$ cat src/sv/hrp_pkg.sv
`default_nettype none

package hrp_pkg;

	// characters with a meaning of their own
	localparam logic [7:0] CH_COLON = 8'h3A;
	localparam logic [7:0] CH_CR    = 8'h0D;
	localparam logic [7:0] CH_LF    = 8'h0A;

	// line layout: data, segment and EOF checksum digits start here
	localparam logic [9:0] DATA_START = 10'd9;
	localparam logic [9:0] POS_MAX    = 10'd1023;

	localparam logic [7:0] TYPE_DATA = 8'd0;
	localparam logic [7:0] TYPE_EOF  = 8'd1;
	localparam logic [7:0] TYPE_SEG  = 8'd2;
	localparam logic [7:0] MAX_TYPE  = 8'd2;

	// result kinds
	localparam logic [2:0] KIND_DATA      = 3'd0;
	localparam logic [2:0] KIND_DONE      = 3'd1;
	localparam logic [2:0] KIND_BAD_START = 3'd2;
	localparam logic [2:0] KIND_BAD_TYPE  = 3'd3;
	localparam logic [2:0] KIND_SHORT     = 3'd4;

	typedef enum logic [1:0] {
		PH_LINE_START,
		PH_RECORD,
		PH_SKIP
	} phase_t;

	// classified character
	typedef struct packed {
		logic       is_colon;
		logic       is_cr;
		logic       is_lf;
		logic [3:0] digit;
	} tok_t;

	typedef struct packed {
		logic [2:0]  kind;
		logic [15:0] record_address;
		logic [7:0]  byte_index;
		logic [7:0]  data_value;
		logic [7:0]  byte_count;
		logic [7:0]  record_type;
		logic [19:0] extended_address;
		logic [7:0]  checksum;
	} res_t;

	// non-hex characters decode as zero
	function automatic logic [3:0] hex_val(input logic [7:0] c);
		logic [7:0] t;
		t = 8'h00;
		if (c >= 8'h30 && c <= 8'h39) begin
			t = c - 8'h30;
		end else if (c >= 8'h41 && c <= 8'h46) begin
			t = c - 8'h37;
		end else if (c >= 8'h61 && c <= 8'h66) begin
			t = c - 8'h57;
		end
		return t[3:0];
	endfunction

	function automatic tok_t classify(input logic [7:0] c);
		tok_t t;
		t.is_colon = (c == CH_COLON);
		t.is_cr    = (c == CH_CR);
		t.is_lf    = (c == CH_LF);
		t.digit    = hex_val(c);
		return t;
	endfunction

endpackage

`default_nettype wire

$ cat src/sv/hex_record_parser.sv
// Flow: a character accepted by the front end is registered in the token queue;
// the record state machine takes the tokens in order while the result queue has
// room; a result is registered there and shows on the result ports (empty low).
// Throughput: one character per cycle while the result queue has room; full
// rises only when the result queue backs up into the tokens.
// Reset (arst_n low, asynchronous): both queues empty, line-start phase, halt
// cleared. Any error result halts the parser until the next reset.
`default_nettype none

module hex_record_parser #(
	parameter int TOK_DEPTH = 4,   // token queue between front and back, >= 2
	parameter int OUT_DEPTH = 2    // result queue, >= 2
) (
	input  wire         clk,
	input  wire         arst_n,

	// character side: one word is one ASCII character
	input  wire         push,
	output logic        full,
	input  wire  [7:0]  char_in,

	// result side
	output logic        empty,
	input  wire         pop,
	output logic [2:0]  kind,
	output logic [15:0] record_address,
	output logic [7:0]  byte_index,
	output logic [7:0]  data_value,
	output logic [7:0]  byte_count,
	output logic [7:0]  record_type,
	output logic [19:0] extended_address,
	output logic [7:0]  checksum
);

	// front -> back token channel
	logic          tok_valid;
	logic          tok_pop;
	hrp_pkg::tok_t tok;

	// back -> result queue
	logic          res_valid;
	logic          out_full;
	hrp_pkg::res_t res;
	hrp_pkg::res_t head;

	// Front end: classifies each character (colon, CR, LF, hex digit value)
	// as it is written, so the back end never decodes raw ASCII.
	hrp_front #(
		.DEPTH (TOK_DEPTH)
	) u_front (
		.clk       (clk),
		.arst_n    (arst_n),
		.push      (push),
		.char_in   (char_in),
		.full      (full),
		.tok_valid (tok_valid),
		.tok       (tok),
		.tok_pop   (tok_pop)
	);

	// Back end: line/record state machine. It takes a token only when the
	// result queue has room, so a result is never dropped; tokens that make
	// no result are held back too while the result queue is full.
	hrp_back u_back (
		.clk       (clk),
		.arst_n    (arst_n),
		.tok_valid (tok_valid),
		.tok       (tok),
		.tok_pop   (tok_pop),
		.out_full  (out_full),
		.res_valid (res_valid),
		.res       (res)
	);

	// Result queue: parts the state machine from the consumer, so a waiting
	// result does not stop new characters from being decoded.
	hrp_outq #(
		.DEPTH (OUT_DEPTH)
	) u_outq (
		.clk     (clk),
		.arst_n  (arst_n),
		.wr_en   (res_valid),
		.wr_data (res),
		.full    (out_full),
		.empty   (empty),
		.pop     (pop),
		.rd_data (head)
	);

	assign kind             = head.kind;
	assign record_address   = head.record_address;
	assign byte_index       = head.byte_index;
	assign data_value       = head.data_value;
	assign byte_count       = head.byte_count;
	assign record_type      = head.record_type;
	assign extended_address = head.extended_address;
	assign checksum         = head.checksum;

endmodule

`default_nettype wire

$ cat src/sv/hrp_front.sv
`default_nettype none

// accepts characters, classifies them, holds them in a short token queue
module hrp_front #(
	parameter int DEPTH = 4
) (
	input  wire                 clk,
	input  wire                 arst_n,
	input  wire                 push,
	input  wire  [7:0]          char_in,
	output logic                full,
	output logic                tok_valid,
	output hrp_pkg::tok_t       tok,
	input  wire                 tok_pop
);

	localparam int PTR_W = (DEPTH > 1) ? $clog2(DEPTH) : 1;
	localparam int CNT_W = $clog2(DEPTH + 1);

	hrp_pkg::tok_t    mem_q [DEPTH];
	logic [PTR_W-1:0] wr_ptr_q;
	logic [PTR_W-1:0] rd_ptr_q;
	logic [CNT_W-1:0] cnt_q;
	logic             wr;
	logic             rd;

	assign full      = (cnt_q == CNT_W'(DEPTH));
	assign tok_valid = (cnt_q != '0);
	assign tok       = mem_q[rd_ptr_q];
	assign wr        = push && !full;
	assign rd        = tok_pop && tok_valid;

	always_ff @(posedge clk) begin
		if (wr) begin
			mem_q[wr_ptr_q] <= hrp_pkg::classify(char_in);
		end
	end

	always_ff @(posedge clk or negedge arst_n) begin
		if (!arst_n) begin
			wr_ptr_q <= '0;
			rd_ptr_q <= '0;
			cnt_q    <= '0;
		end else begin
			if (wr) begin
				wr_ptr_q <= (wr_ptr_q == PTR_W'(DEPTH - 1)) ? '0 : wr_ptr_q + 1'b1;
			end
			if (rd) begin
				rd_ptr_q <= (rd_ptr_q == PTR_W'(DEPTH - 1)) ? '0 : rd_ptr_q + 1'b1;
			end
			if (wr && !rd) begin
				cnt_q <= cnt_q + 1'b1;
			end else if (rd && !wr) begin
				cnt_q <= cnt_q - 1'b1;
			end
		end
	end

	a_pop_needs_token: assert property (@(posedge clk) disable iff (!arst_n)
		tok_pop |-> tok_valid)
		else $error("token popped from empty queue");

	a_cnt_bound: assert property (@(posedge clk) disable iff (!arst_n)
		cnt_q <= CNT_W'(DEPTH))
		else $error("token queue count overrun");

	a_cnt_grows: assert property (@(posedge clk) disable iff (!arst_n)
		(wr && !rd) |=> (cnt_q == $past(cnt_q) + 1'b1))
		else $error("token queue count lost a word");

endmodule

`default_nettype wire

$ cat src/sv/hrp_back.sv
`default_nettype none

// record state machine: one token per cycle unless out_full, at most one result each
module hrp_back (
	input  wire                 clk,
	input  wire                 arst_n,
	input  wire                 tok_valid,
	input  hrp_pkg::tok_t       tok,
	output logic                tok_pop,
	input  wire                 out_full,
	output logic                res_valid,
	output hrp_pkg::res_t       res
);

	hrp_pkg::phase_t phase_q, phase_d;
	logic        halted_q, halted_d;
	logic [9:0]  pos_q, pos_d;
	logic [3:0]  hn_q, hn_d;
	logic [7:0]  len_q, len_d;
	logic [15:0] addr_q, addr_d;
	logic [7:0]  type_q, type_d;
	logic [15:0] seg_q, seg_d;
	logic [7:0]  ck_q, ck_d;

	logic        fire;
	logic [9:0]  data_end;
	logic [9:0]  ckpos;
	logic [9:0]  rel;
	logic [8:0]  rel_byte;

	assign fire     = tok_valid && !out_full;
	assign tok_pop  = fire;
	assign data_end = hrp_pkg::DATA_START + {1'b0, len_q, 1'b0};
	assign ckpos    = (type_q == hrp_pkg::TYPE_EOF) ? hrp_pkg::DATA_START : data_end;
	assign rel      = pos_q - hrp_pkg::DATA_START;
	assign rel_byte = rel[9:1];

	// next phase
	always_comb begin
		phase_d = phase_q;
		if (fire && !halted_q) begin
			unique case (phase_q)
				hrp_pkg::PH_LINE_START: begin
					if (tok.is_colon) begin
						phase_d = hrp_pkg::PH_RECORD;
					end else if (tok.is_cr) begin
						phase_d = hrp_pkg::PH_SKIP;
					end
				end
				hrp_pkg::PH_RECORD: begin
					if (tok.is_lf) begin
						phase_d = hrp_pkg::PH_LINE_START;
					end
				end
				hrp_pkg::PH_SKIP: begin
					if (tok.is_lf) begin
						phase_d = hrp_pkg::PH_LINE_START;
					end
				end
				default: phase_d = hrp_pkg::PH_LINE_START;
			endcase
		end
	end

	// field updates and result
	always_comb begin
		halted_d  = halted_q;
		pos_d     = pos_q;
		hn_d      = hn_q;
		len_d     = len_q;
		addr_d    = addr_q;
		type_d    = type_q;
		seg_d     = seg_q;
		ck_d      = ck_q;
		res_valid = 1'b0;
		res       = '0;
		res.record_address = addr_q;
		res.byte_count     = len_q;
		res.record_type    = type_q;
		if (fire && !halted_q) begin
			unique case (phase_q)
				hrp_pkg::PH_LINE_START: begin
					pos_d  = '0;
					hn_d   = '0;
					len_d  = '0;
					addr_d = '0;
					type_d = '0;
					seg_d  = '0;
					ck_d   = '0;
					if (tok.is_colon) begin
						pos_d = 10'd1;
					end else if (!tok.is_cr) begin
						res_valid = 1'b1;
						res       = '0;
						res.kind  = hrp_pkg::KIND_BAD_START;
						halted_d  = 1'b1;
					end
				end
				hrp_pkg::PH_RECORD: begin
					if (tok.is_lf) begin
						res_valid = 1'b1;
						if (type_q > hrp_pkg::MAX_TYPE) begin
							res.kind = hrp_pkg::KIND_BAD_TYPE;
							halted_d = 1'b1;
						end else if (type_q == hrp_pkg::TYPE_DATA && pos_q < data_end) begin
							res.kind = hrp_pkg::KIND_SHORT;
							halted_d = 1'b1;
						end else begin
							res.kind     = hrp_pkg::KIND_DONE;
							res.checksum = ck_q;
							if (type_q == hrp_pkg::TYPE_SEG) begin
								res.extended_address = {seg_q, 4'h0};
							end
						end
					end else if (pos_q != hrp_pkg::POS_MAX) begin
						pos_d = pos_q + 10'd1;
						case (pos_q)
							10'd1: len_d[7:4] = tok.digit;
							10'd2: len_d[3:0] = tok.digit;
							10'd3: addr_d[15:12] = tok.digit;
							10'd4: addr_d[11:8] = tok.digit;
							10'd5: addr_d[7:4] = tok.digit;
							10'd6: addr_d[3:0] = tok.digit;
							10'd7: type_d[7:4] = tok.digit;
							10'd8: type_d[3:0] = tok.digit;
							default: ;
						endcase
						if (pos_q >= hrp_pkg::DATA_START) begin
							// segment digits sit at fixed positions 9..12
							if (type_q == hrp_pkg::TYPE_SEG) begin
								case (pos_q)
									10'd9:  seg_d[15:12] = tok.digit;
									10'd10: seg_d[11:8] = tok.digit;
									10'd11: seg_d[7:4] = tok.digit;
									10'd12: seg_d[3:0] = tok.digit;
									default: ;
								endcase
							end
							if (pos_q == ckpos) begin
								ck_d = {tok.digit, 4'h0};
							end else if (pos_q == ckpos + 10'd1) begin
								ck_d[3:0] = tok.digit;
							end
							if (type_q == hrp_pkg::TYPE_DATA && rel_byte < {1'b0, len_q}) begin
								if (!rel[0]) begin
									hn_d = tok.digit;
								end else begin
									res_valid      = 1'b1;
									res.kind       = hrp_pkg::KIND_DATA;
									res.byte_index = rel_byte[7:0];
									res.data_value = {hn_q, tok.digit};
								end
							end
						end
					end
				end
				hrp_pkg::PH_SKIP: ;
				default: ;
			endcase
		end
	end

	always_ff @(posedge clk or negedge arst_n) begin
		if (!arst_n) begin
			phase_q  <= hrp_pkg::PH_LINE_START;
			halted_q <= 1'b0;
			pos_q    <= '0;
			hn_q     <= '0;
			len_q    <= '0;
			addr_q   <= '0;
			type_q   <= '0;
			seg_q    <= '0;
			ck_q     <= '0;
		end else begin
			phase_q  <= phase_d;
			halted_q <= halted_d;
			pos_q    <= pos_d;
			hn_q     <= hn_d;
			len_q    <= len_d;
			addr_q   <= addr_d;
			type_q   <= type_d;
			seg_q    <= seg_d;
			ck_q     <= ck_d;
		end
	end

	a_halt_sticky: assert property (@(posedge clk) disable iff (!arst_n)
		halted_q |=> halted_q)
		else $error("halt released without reset");

	a_no_result_halted: assert property (@(posedge clk) disable iff (!arst_n)
		halted_q |-> !res_valid)
		else $error("result while halted");

	a_result_needs_room: assert property (@(posedge clk) disable iff (!arst_n)
		res_valid |-> (tok_pop && !out_full))
		else $error("result without a consumed token or queue room");

	a_data_in_record: assert property (@(posedge clk) disable iff (!arst_n)
		(res_valid && res.kind == hrp_pkg::KIND_DATA) |->
			(phase_q == hrp_pkg::PH_RECORD && type_q == hrp_pkg::TYPE_DATA))
		else $error("data byte outside a data record");

endmodule

`default_nettype wire

$ cat src/sv/hrp_outq.sv
`default_nettype none

// result queue seen by the consumer as empty/pop
module hrp_outq #(
	parameter int DEPTH = 2
) (
	input  wire                 clk,
	input  wire                 arst_n,
	input  wire                 wr_en,
	input  hrp_pkg::res_t       wr_data,
	output logic                full,
	output logic                empty,
	input  wire                 pop,
	output hrp_pkg::res_t       rd_data
);

	localparam int PTR_W = (DEPTH > 1) ? $clog2(DEPTH) : 1;
	localparam int CNT_W = $clog2(DEPTH + 1);

	hrp_pkg::res_t    mem_q [DEPTH];
	logic [PTR_W-1:0] wr_ptr_q;
	logic [PTR_W-1:0] rd_ptr_q;
	logic [CNT_W-1:0] cnt_q;
	logic             wr;
	logic             rd;

	assign full    = (cnt_q == CNT_W'(DEPTH));
	assign empty   = (cnt_q == '0);
	assign rd_data = mem_q[rd_ptr_q];
	assign wr      = wr_en && !full;
	assign rd      = pop && !empty;

	always_ff @(posedge clk) begin
		if (wr) begin
			mem_q[wr_ptr_q] <= wr_data;
		end
	end

	always_ff @(posedge clk or negedge arst_n) begin
		if (!arst_n) begin
			wr_ptr_q <= '0;
			rd_ptr_q <= '0;
			cnt_q    <= '0;
		end else begin
			if (wr) begin
				wr_ptr_q <= (wr_ptr_q == PTR_W'(DEPTH - 1)) ? '0 : wr_ptr_q + 1'b1;
			end
			if (rd) begin
				rd_ptr_q <= (rd_ptr_q == PTR_W'(DEPTH - 1)) ? '0 : rd_ptr_q + 1'b1;
			end
			if (wr && !rd) begin
				cnt_q <= cnt_q + 1'b1;
			end else if (rd && !wr) begin
				cnt_q <= cnt_q - 1'b1;
			end
		end
	end

	a_no_drop: assert property (@(posedge clk) disable iff (!arst_n)
		wr_en |-> !full)
		else $error("result written into full queue");

	a_cnt_bound: assert property (@(posedge clk) disable iff (!arst_n)
		cnt_q <= CNT_W'(DEPTH))
		else $error("result queue count overrun");

	a_cnt_drains: assert property (@(posedge clk) disable iff (!arst_n)
		(rd && !wr) |=> (cnt_q == $past(cnt_q) - 1'b1))
		else $error("result queue count lost a pop");

endmodule

`default_nettype wire
$ cat config.mk
export PLATFORM = sky130hd
export DESIGN_NAME = hex_record_parser
export DESIGN_NICKNAME = d
export VERILOG_FILES = /design/src/sv/hrp_pkg.sv /design/src/sv/hex_record_parser.sv /design/src/sv/hrp_front.sv /design/src/sv/hrp_back.sv /design/src/sv/hrp_outq.sv
export SDC_FILE = /design/constraint.sdc
export NUM_CORES = 1
export LEC_CHECK = 0
export ABC_AREA = 0
export BUFFER_PORTS_ARGS = -buffer_cell sky130_fd_sc_hd__buf_4
export CAP_MARGIN = 10
export CORE_MARGIN = 4
export CORE_UTILIZATION = 55
export CTS_CLUSTER_SIZE = 24
export DETAILED_ROUTE_END_ITERATION = 10
export PLACE_DENSITY_LB_ADDON = 0.3
export SLEW_MARGIN = 20
export SYNTH_ARGS = -nofsm -noshare
export SYNTH_HDL_FRONTEND = slang
export SYNTH_SLANG_ARGS = --single-unit
$ cat constraint.sdc
create_clock -name clk -period 7.25 [get_ports clk]
set_input_delay 0.3625 -clock clk [delete_from_list [all_inputs] [get_ports clk]]
set_output_delay 0.3625 -clock clk [all_outputs]
set_load 0.01 [all_outputs]
# Word-level counts from Yosys, hierarchy flattened
# Memories as Yosys holds them, arrays and structs flattened.
# Cells that the tools add are included.
word_totals:
  inputBits: 12
  wordCells: 251
  out_inout_bits: 81
  ramBits: 186
  reg_bits: 84
  memories: 2
memory_table:
  columns: ["memory", "depth", "width", "rd", "rd_clocked_by_memory_dff", "write_ports", "line", "source"]
  rows:
  - ["u_outq.mem_q", 2, 79, 1, 0, 1, "hrp_outq.sv:20", "hrp_pkg::res_t mem_q [DEPTH];"]
  - ["u_front.mem_q", 4, 7, 1, 0, 1, "hrp_front.sv:20", "hrp_pkg::tok_t mem_q [DEPTH];"]
op_classes:
  n_reduce_logical: 49
  n_mux: 99
  addsub: 15
  n_eq_ne: 52
  n_lt_le_gt_ge: 10
ops:
  columns: ["cell", "n"]
  rows:
  - ["$mux 16", 13]
  - ["$mux 79", 2]
  - ["$mux 4", 24]
  - ["$pmux 16 s2", 3]
  - ["$mux 28", 3]
  - ["$mux 78", 1]
  - ["$mux 8", 7]
  - ["$pmux 28 s2", 1]
  - ["$eq 10x4->1 const B", 5]
  - ["$pmux 8 s2", 3]
  - ["$eq 10x3->1 const B", 4]
  - ["$reduce_and 5->1", 8]
  - ["$reduce_and 7->1", 5]
  - ["$ne 2x2->1 const B", 17]
  - ["$mux 10", 3]
  - ["$add 10x1->10 const B", 2]
  - ["$eq 10x10->1", 2]
  - ["$eq 10x2->1 const B", 2]
  - ["$mux 1", 20]
  - ["$mux 20", 1]
  - ["$pmux 10 s2", 1]
  - ["$reduce_and 6->1", 3]
  - ["$eq 8x4->1 const B", 2]
  - ["$ge 8x7->1 const B", 2]
  - ["other kinds (42)", 91]

# Depth between registers and ports, before layout
depth:
  depth_word: 14
  mapped_depth: 17
  mapped_depth_nobuf: 16

# Hierarchy
# Synthesis repeated with hierarchy kept, for this count alone.
unflattened:
  cells_unflattened: 945
  area_unflattened_um2: 13185.1
by_module_without_submodules:
  columns: ["mod", "instances", "cells_each", "area_each_um2", "seq_area_each_um2"]
  rows:
  - ["hrp_outq", 1, 265, 6298.5, 4844.6]
  - ["hrp_back", 1, 578, 5207.5, 1826.8]
  - ["hrp_front", 1, 102, 1679.1, 1016.0]

# Least setup slack after synthesis
# OpenSTA, ideal clock, no wires.
synth_timing:
  path_kind: "reg-to-reg"
  startpoint: "reg u_back.pos_q[0]"
  endpoint: "mem u_outq.mem_q[0][0] (netlist bit), enable pin"
  period_less_slack_ns: 6.938
  stages_incl_launch_ff: 13
  arrival_time_ns: 6.420
  setup_ns: 0.518
  setup_slack_ns: 0.312
  t_required_ns: 6.732
  path_buffers: 1
  cell_sequence: "dfrtp_1 buf_1 nor3_1 nor2_1 or4_1 xnor2_1 ha_1 nor2b_1 o21ai_0 nand2_1 or4_4 o31ai_4 nor2b_1"
synth_via:
  elab_chain_len: 12
  elab_cells_between_ends: 15
  cone_classes: "add/sub (1); order compare (2); eq/ne (1); mux (9); reduce/logical (2)"
synth_lines:
  columns: ["item", "line", "source"]
  rows:
  - ["start: declaration", "hrp_back.sv:17", "logic [9:0] pos_q, pos_d;"]
  - ["start signal: assignment", "hrp_back.sv:177", "pos_q <= pos_d;"]
  - ["$sub 10x4->10", "hrp_back.sv:35", "assign rel = pos_q - hrp_pkg::DATA_START;"]
  - ["$lt 9x8->1", "hrp_back.sv:144", "if (type_q == hrp_pkg::TYPE_DATA && rel_byte < {1'b0, len_q}) begin"]
  - ["$logic_and 1x1->1", "hrp_back.sv:144", null]
  - ["$mux 1", "hrp_back.sv:144", null]
  - ["$mux 1", "hrp_back.sv:128", "if (pos_q >= hrp_pkg::DATA_START) begin"]
  - ["$mux 1 *", "hrp_back.sv:115", "end else if (pos_q != hrp_pkg::POS_MAX) begin"]
  - ["$mux 1 *", "hrp_back.sv:100", "if (tok.is_lf) begin"]
  - ["$pmux 1 s2 *", "hrp_back.sv:81", "unique case (phase_q)"]
  - ["$mux 1 *", "hrp_back.sv:80", "if (fire && !halted_q) begin"]
  - ["$logic_and 1x1->1 *", "hrp_outq.sv:30", "assign wr = wr_en && !full;"]
  - ["net u_outq.wr", "hrp_outq.sv:24", "logic wr;"]
  - ["$mux 1 *", "hrp_outq.sv:34", "if (wr) begin"]
  - ["$mux 1 (not written as such) *", "hrp_outq.sv:35", "mem_q[wr_ptr_q] <= wr_data;"]
  - ["end: declaration", "hrp_outq.sv:20", null]
# Mark *: on every way through the listed nets, which the timed path passes. The rest lies on a longest branch.

# Worst setup path in the final report
layout_timing:
  startpoint: "reg u_back.pos_q[0]"
  endpoint: "mem u_outq.mem_q[1][60] (netlist bit), enable pin"
# The elaborated chain is that of the path after synthesis.

==> results <==
- The final weighted congestion in routability-driven placement is around 0.97.
- The ratio of cells with drive above 1 in the final layout is ~25%.
- IR analysis of the VDD net gives a maximum drop of ~0.24 mV.
- Across all layers, the routed design uses a little under 8000 vias.
- The average footprint of a synthesized cell is about 13 um2.
- Net switching is about 33% of the power.
- The post-synthesis to final-layout area growth is 14.2%.
- The first global-routing pass estimated between 40 and 50 mm of wire.
- The startpoint of the worst hold path is char_in[4].
- Buffers inserted during clock tree synthesis total 27.
- After global routing, the most crowded layer is met2.
- The initial antenna violation count is 0.
- The core region area is 0.0221 mm2.
- The number of design-rule violations left by the first detailed-router iteration is slightly below 600.
- The power spent charging and discharging nets is 1.61 mW.
- The final-report hold violation count is 0.
- The cell at the root of the clock tree is clkbuf_16.
- The slowest stage of the critical path belongs to the cell dfrtp_1.
- Global routing consumed, on the met1 layer, ~29% of the routing resources.
- Combinational logic burns roughly a third of the power.
- The pre-antenna-repair detailed-routing pass consisted of 5 iterations.
- The cell-internal power is between 3 and 4 mW.
- For this run, the share of the core covered by cells in the final layout is between 60 and 70%.
- The part of the cycle the worst path needs is 64.8%.
- Summed over all nets, the half-perimeter wirelength after detailed placement is around 18 mm.
- In this run the power density over the cells is between 300 and 400 mW/mm2.
- The number of remaining DRC errors is 0.
- The startpoint type of the worst setup path is a flop.
- The die span in y is roughly 160 um.
- The clock latency on the worst-skew pair is roughly 0.55 ns.
- The clock network burns between 20% and 30% of the power.
- The shortest period the worst path allows is roughly 4.7 ns.
- The critical path goes through inv_1 > ha_1 > nand2b_1 > a211oi_1 > xor2_1 > ha_1 > a21oi_1 > nor2b_1 > o21ai_0 > nand2_1 > or4_4 > o31ai_4 > and2_4 > buf_16.
- For this run, global-route usage on met3 was measured as about 3.3%.
- The TritonCTS clock tree is yes.
- In this run the remaining antenna-violating nets after routing total 0.
- The initial standard-cell utilization of the core is between 50% and 60%.
- The final layout contains routed wiring with a total length of 26.7 mm.
- The cell that appears most often on the critical path is ha_1.
- The register clock-pin slew on the reported worst setup and hold paths is 0.07 ns.
- The data required time of the critical path is 7.45 ns.
- The count of flip-flops with a built-in enable after synthesis is between 150 and 200.
- Timing would allow up to ~210 MHz.
- The number of failing setup endpoints in the final timing report is 0.
- The kind of capture point of the worst setup path is a flop.
- During synthesis, Yosys emitted a total of 0 warnings.
- The count of standard-cell rows is 54.
- In this run the tightest slew margin relative to its limit is between 30% and 40%.
- The count of pins on the block boundary is between 90 and 100.
- The largest stage delay on the critical path is approximately 0.76 ns.
- The reg-to-reg startpoint is u_back.pos_q[0].
- The clock net sink count is between 200 and 300.
- The die covers ~0.025 mm2.
- Leaving out fill and tap cells, the most frequent cell in the layout is edfxtp_1.
- STA puts the critical path data arrival time at 4.91 ns.
- The library cells used most frequently in the layout, excluding fill and tap cells, are 178 x edfxtp_1, 103 x mux2_2, 93 x buf_4, 83 x dfrtp_1, 72 x nand2_1.
- Global routing consumed, over all layers together, between 20% and 30% of the routing resources.
- The critical path is of the flop to flop type.
- In the global route stage, met2 resource usage came out at ~34%.
- The static leakage is 5.63 nW.
- The number of nets in the final layout is ~1100.
- Input and output buffers added on the ports amount to 88.
- The post-cts gate resize count is 0.
- Yosys mapped the design onto between 70 and 80 distinct sky130hd cell types.
- Fill cells in the final layout number ~1600.
- The setup skew after layout is 0.0293 ns.
- The critical path starts at u_back.pos_q[0].
- The flow ran to the end, and the final reports show no timing, DRC or antenna violations.
- The number of synthesized register bits is between 200 and 300.
- The number of pins with negative max-slew slack in the final report is 0.
- The maximum clock insertion buffer count is 3.
- The tightest min-delay check is of the input port to flop type.
- The routed length per instance is between 20 and 25 um.
- In the synthesized netlist the async set-or-reset flop fraction comes to approximately a third.
- The horizontal die dimension is 159 um.
- After routing, the total negative slack on setup checks comes to 0 ns.
- After technology mapping, the gate count stands at around 940.
- At the pin with the least slew margin, the transition time is ~1.0 ns.
- The number of diodes is 0.
- The H-tree level count is 1.
- The maximum number of pins on one net before global-route repair is 76.
- Setup repair after global routing left no endpoint under its margin.
- The fraction of power consumed by sequential logic is between 40% and 50%.
- Summed over all layers, the global routing overflow is 0.
- The via count of the first global-routing pass is a little under 8000.
- Across the run, the number of max-cap violations was 0.
- After synthesis the cells add up to roughly 0.013 mm2.
- The predominant post-synthesis flop cell is edfxtp_1.
- The largest fanout of any net on the critical path is between 40 and 50.
- In the routed layout, each cell is associated on average with a via count of between 5 and 6.
- For this run, the register share of the synthesized area comes to just under 60%.
==> worst paths after layout <==
| kind | endpoint | cells past startpoint | slack [ns] |
|---|---|---|---|
| setup / recovery | u_outq.mem_q[1][60] | 14 | 2.55 |
| hold / removal | u_front.mem_q[0][4] | 2 | 0.17 |
| setup reg to reg | u_outq.mem_q[1][60] | 14 | 2.55 |
| hold reg to reg | u_front.cnt_q[2] | 1 | 0.49 |
| max in group asynchronous | u_outq.rd_ptr_q | 3 | 5.84 |
| min in group asynchronous | u_back.pos_q[6] | 2 | 0.37 |
==> cells in the mapped netlist (3+ instances only) <==
| library cell | n | area (um2) |
|---|---|---|
| nand2b_1 | 3 | 18.8 |
| ha_1 | 35 | 438 |
| nor2b_1 | 7 | 43.8 |
| inv_1 | 28 | 105 |
| xnor2_1 | 19 | 166 |
| nor3b_1 | 12 | 90.1 |
| nand3_1 | 22 | 110 |
| mux2_2 | 103 | 1160 |
| or4_1 | 4 | 30.0 |
| nor4_1 | 9 | 56.3 |
| nor3_1 | 13 | 65.1 |
| mux2i_1 | 34 | 340 |
| nand4_1 | 4 | 25.0 |
| nand3b_1 | 4 | 30.0 |
| dfrtp_1 | 84 | 2100 |
| xor2_1 | 14 | 123 |
| a21oi_1 | 12 | 60.1 |
| nand2_1 | 72 | 270 |
| o21a_1 | 4 | 30.0 |
| edfxtp_1 | 178 | 5350 |
| a211oi_1 | 6 | 45.0 |
| buf_2 | 3 | 15.0 |
| or3_1 | 3 | 18.8 |
| nor2_1 | 37 | 139 |
| mux4_2 | 8 | 180 |
| a22o_1 | 3 | 26.3 |
| o22ai_1 | 3 | 18.8 |
| clkbuf_1 | 35 | 131 |
| buf_4 | 4 | 30.0 |
| nor4b_1 | 7 | 61.3 |
| a31oi_1 | 11 | 68.8 |
| buf_1 | 7 | 26.3 |
| and2_1 | 66 | 413 |
| a21o_1 | 13 | 97.6 |
| o21ai_0 | 18 | 90.1 |
| a2111oi_0 | 3 | 26.3 |
| and3_1 | 6 | 37.5 |
==> routing by layer <==
metal / up-vias / wire, um
li1: 3639 / -
met1: 3915 / 11900
met2: 221 / 12900
met3: 47 / 1410
met4: 0 / 568
met5: - / 0
==> per-stage QoR <==
step	hold WS [ns]	setup slack (ns)	area, um2	instances	power (mW)
finish	0.170	2.55	14300	1324	4.90
global route	0.166	2.24	14300	1324	5.16
CTS	0.151	2.10	14300	1322	4.92
detailed placement	0.411	2.13	13400	1271	3.60
global placement	0.411	2.23	13400	1271	3.57
floorplan	0.0669	0.312	12600	947	3.07
==> state kept, by name, indices dropped and copies added (netlist names), 3 cells and up <==
| name | count |
|---|---|
| u_back.hn_q | 4 |
| u_front.cnt_q | 3 |
| u_outq.mem_q | 150 |
| u_back.seg_q | 16 |
| u_back.addr_q | 16 |
| u_front.mem_q | 28 |
| u_back.type_q | 8 |
| u_back.pos_q | 10 |
| u_back.ck_q | 8 |
| u_back.len_q | 8 |
==> layout make-up <==
type | count | area, um2 | share of cell area (%)
multi-input cells | 607 | 4800 | 33.5
well taps | 280 | 350 | 2.45
flip-flops and latches | 262 | 7450 | 52.0
clock buffers | 44 | 769 | 5.37
repair buffers | 97 | 776 | 5.42
inverters | 28 | 105 | 0.734
clock inverters | 6 | 75.1 | 0.524
==> logic make-up after synthesis <==
group | Yosys count | share of synthesized area, %
buf+inv | 78 | 2.54
simple gates | 288 | 12.8
fa+ha+maj | 36 | 3.65
other cells | 1 | 0.0299
xor+xnor | 33 | 2.30
compound gates | 101 | 5.91
flops | 262 | 59.4
mux | 145 | 13.4
==> power by group through the flow <==
stage	registers, mW	clock network (mW)	logic, mW
finish	2.03	1.32	1.56
global route	2.06	1.41	1.70
CTS	2.02	1.34	1.56
detailed placement	2.05	0	1.54
global placement	2.04	0	1.53
floorplan	1.91	0	1.16
==> critical path: cells and delay by family (launching register included) <==
family | cells | cell delay (ns)
compound gates | 4 | 0.79
xor+xnor | 1 | 0.20
fa+ha+maj | 2 | 0.68
buf+inv | 2 | 0.59
flops | 1 | 0.76
simple gates | 5 | 1.31
==> what timing repair did <==
action | 4_1_cts | 5_1_grt
setup buffers | 0 | 0
hold buffers | 1 | 0
endpoints found under the hold margin | 44 | 0
Power figures use the tool's default switching activity.
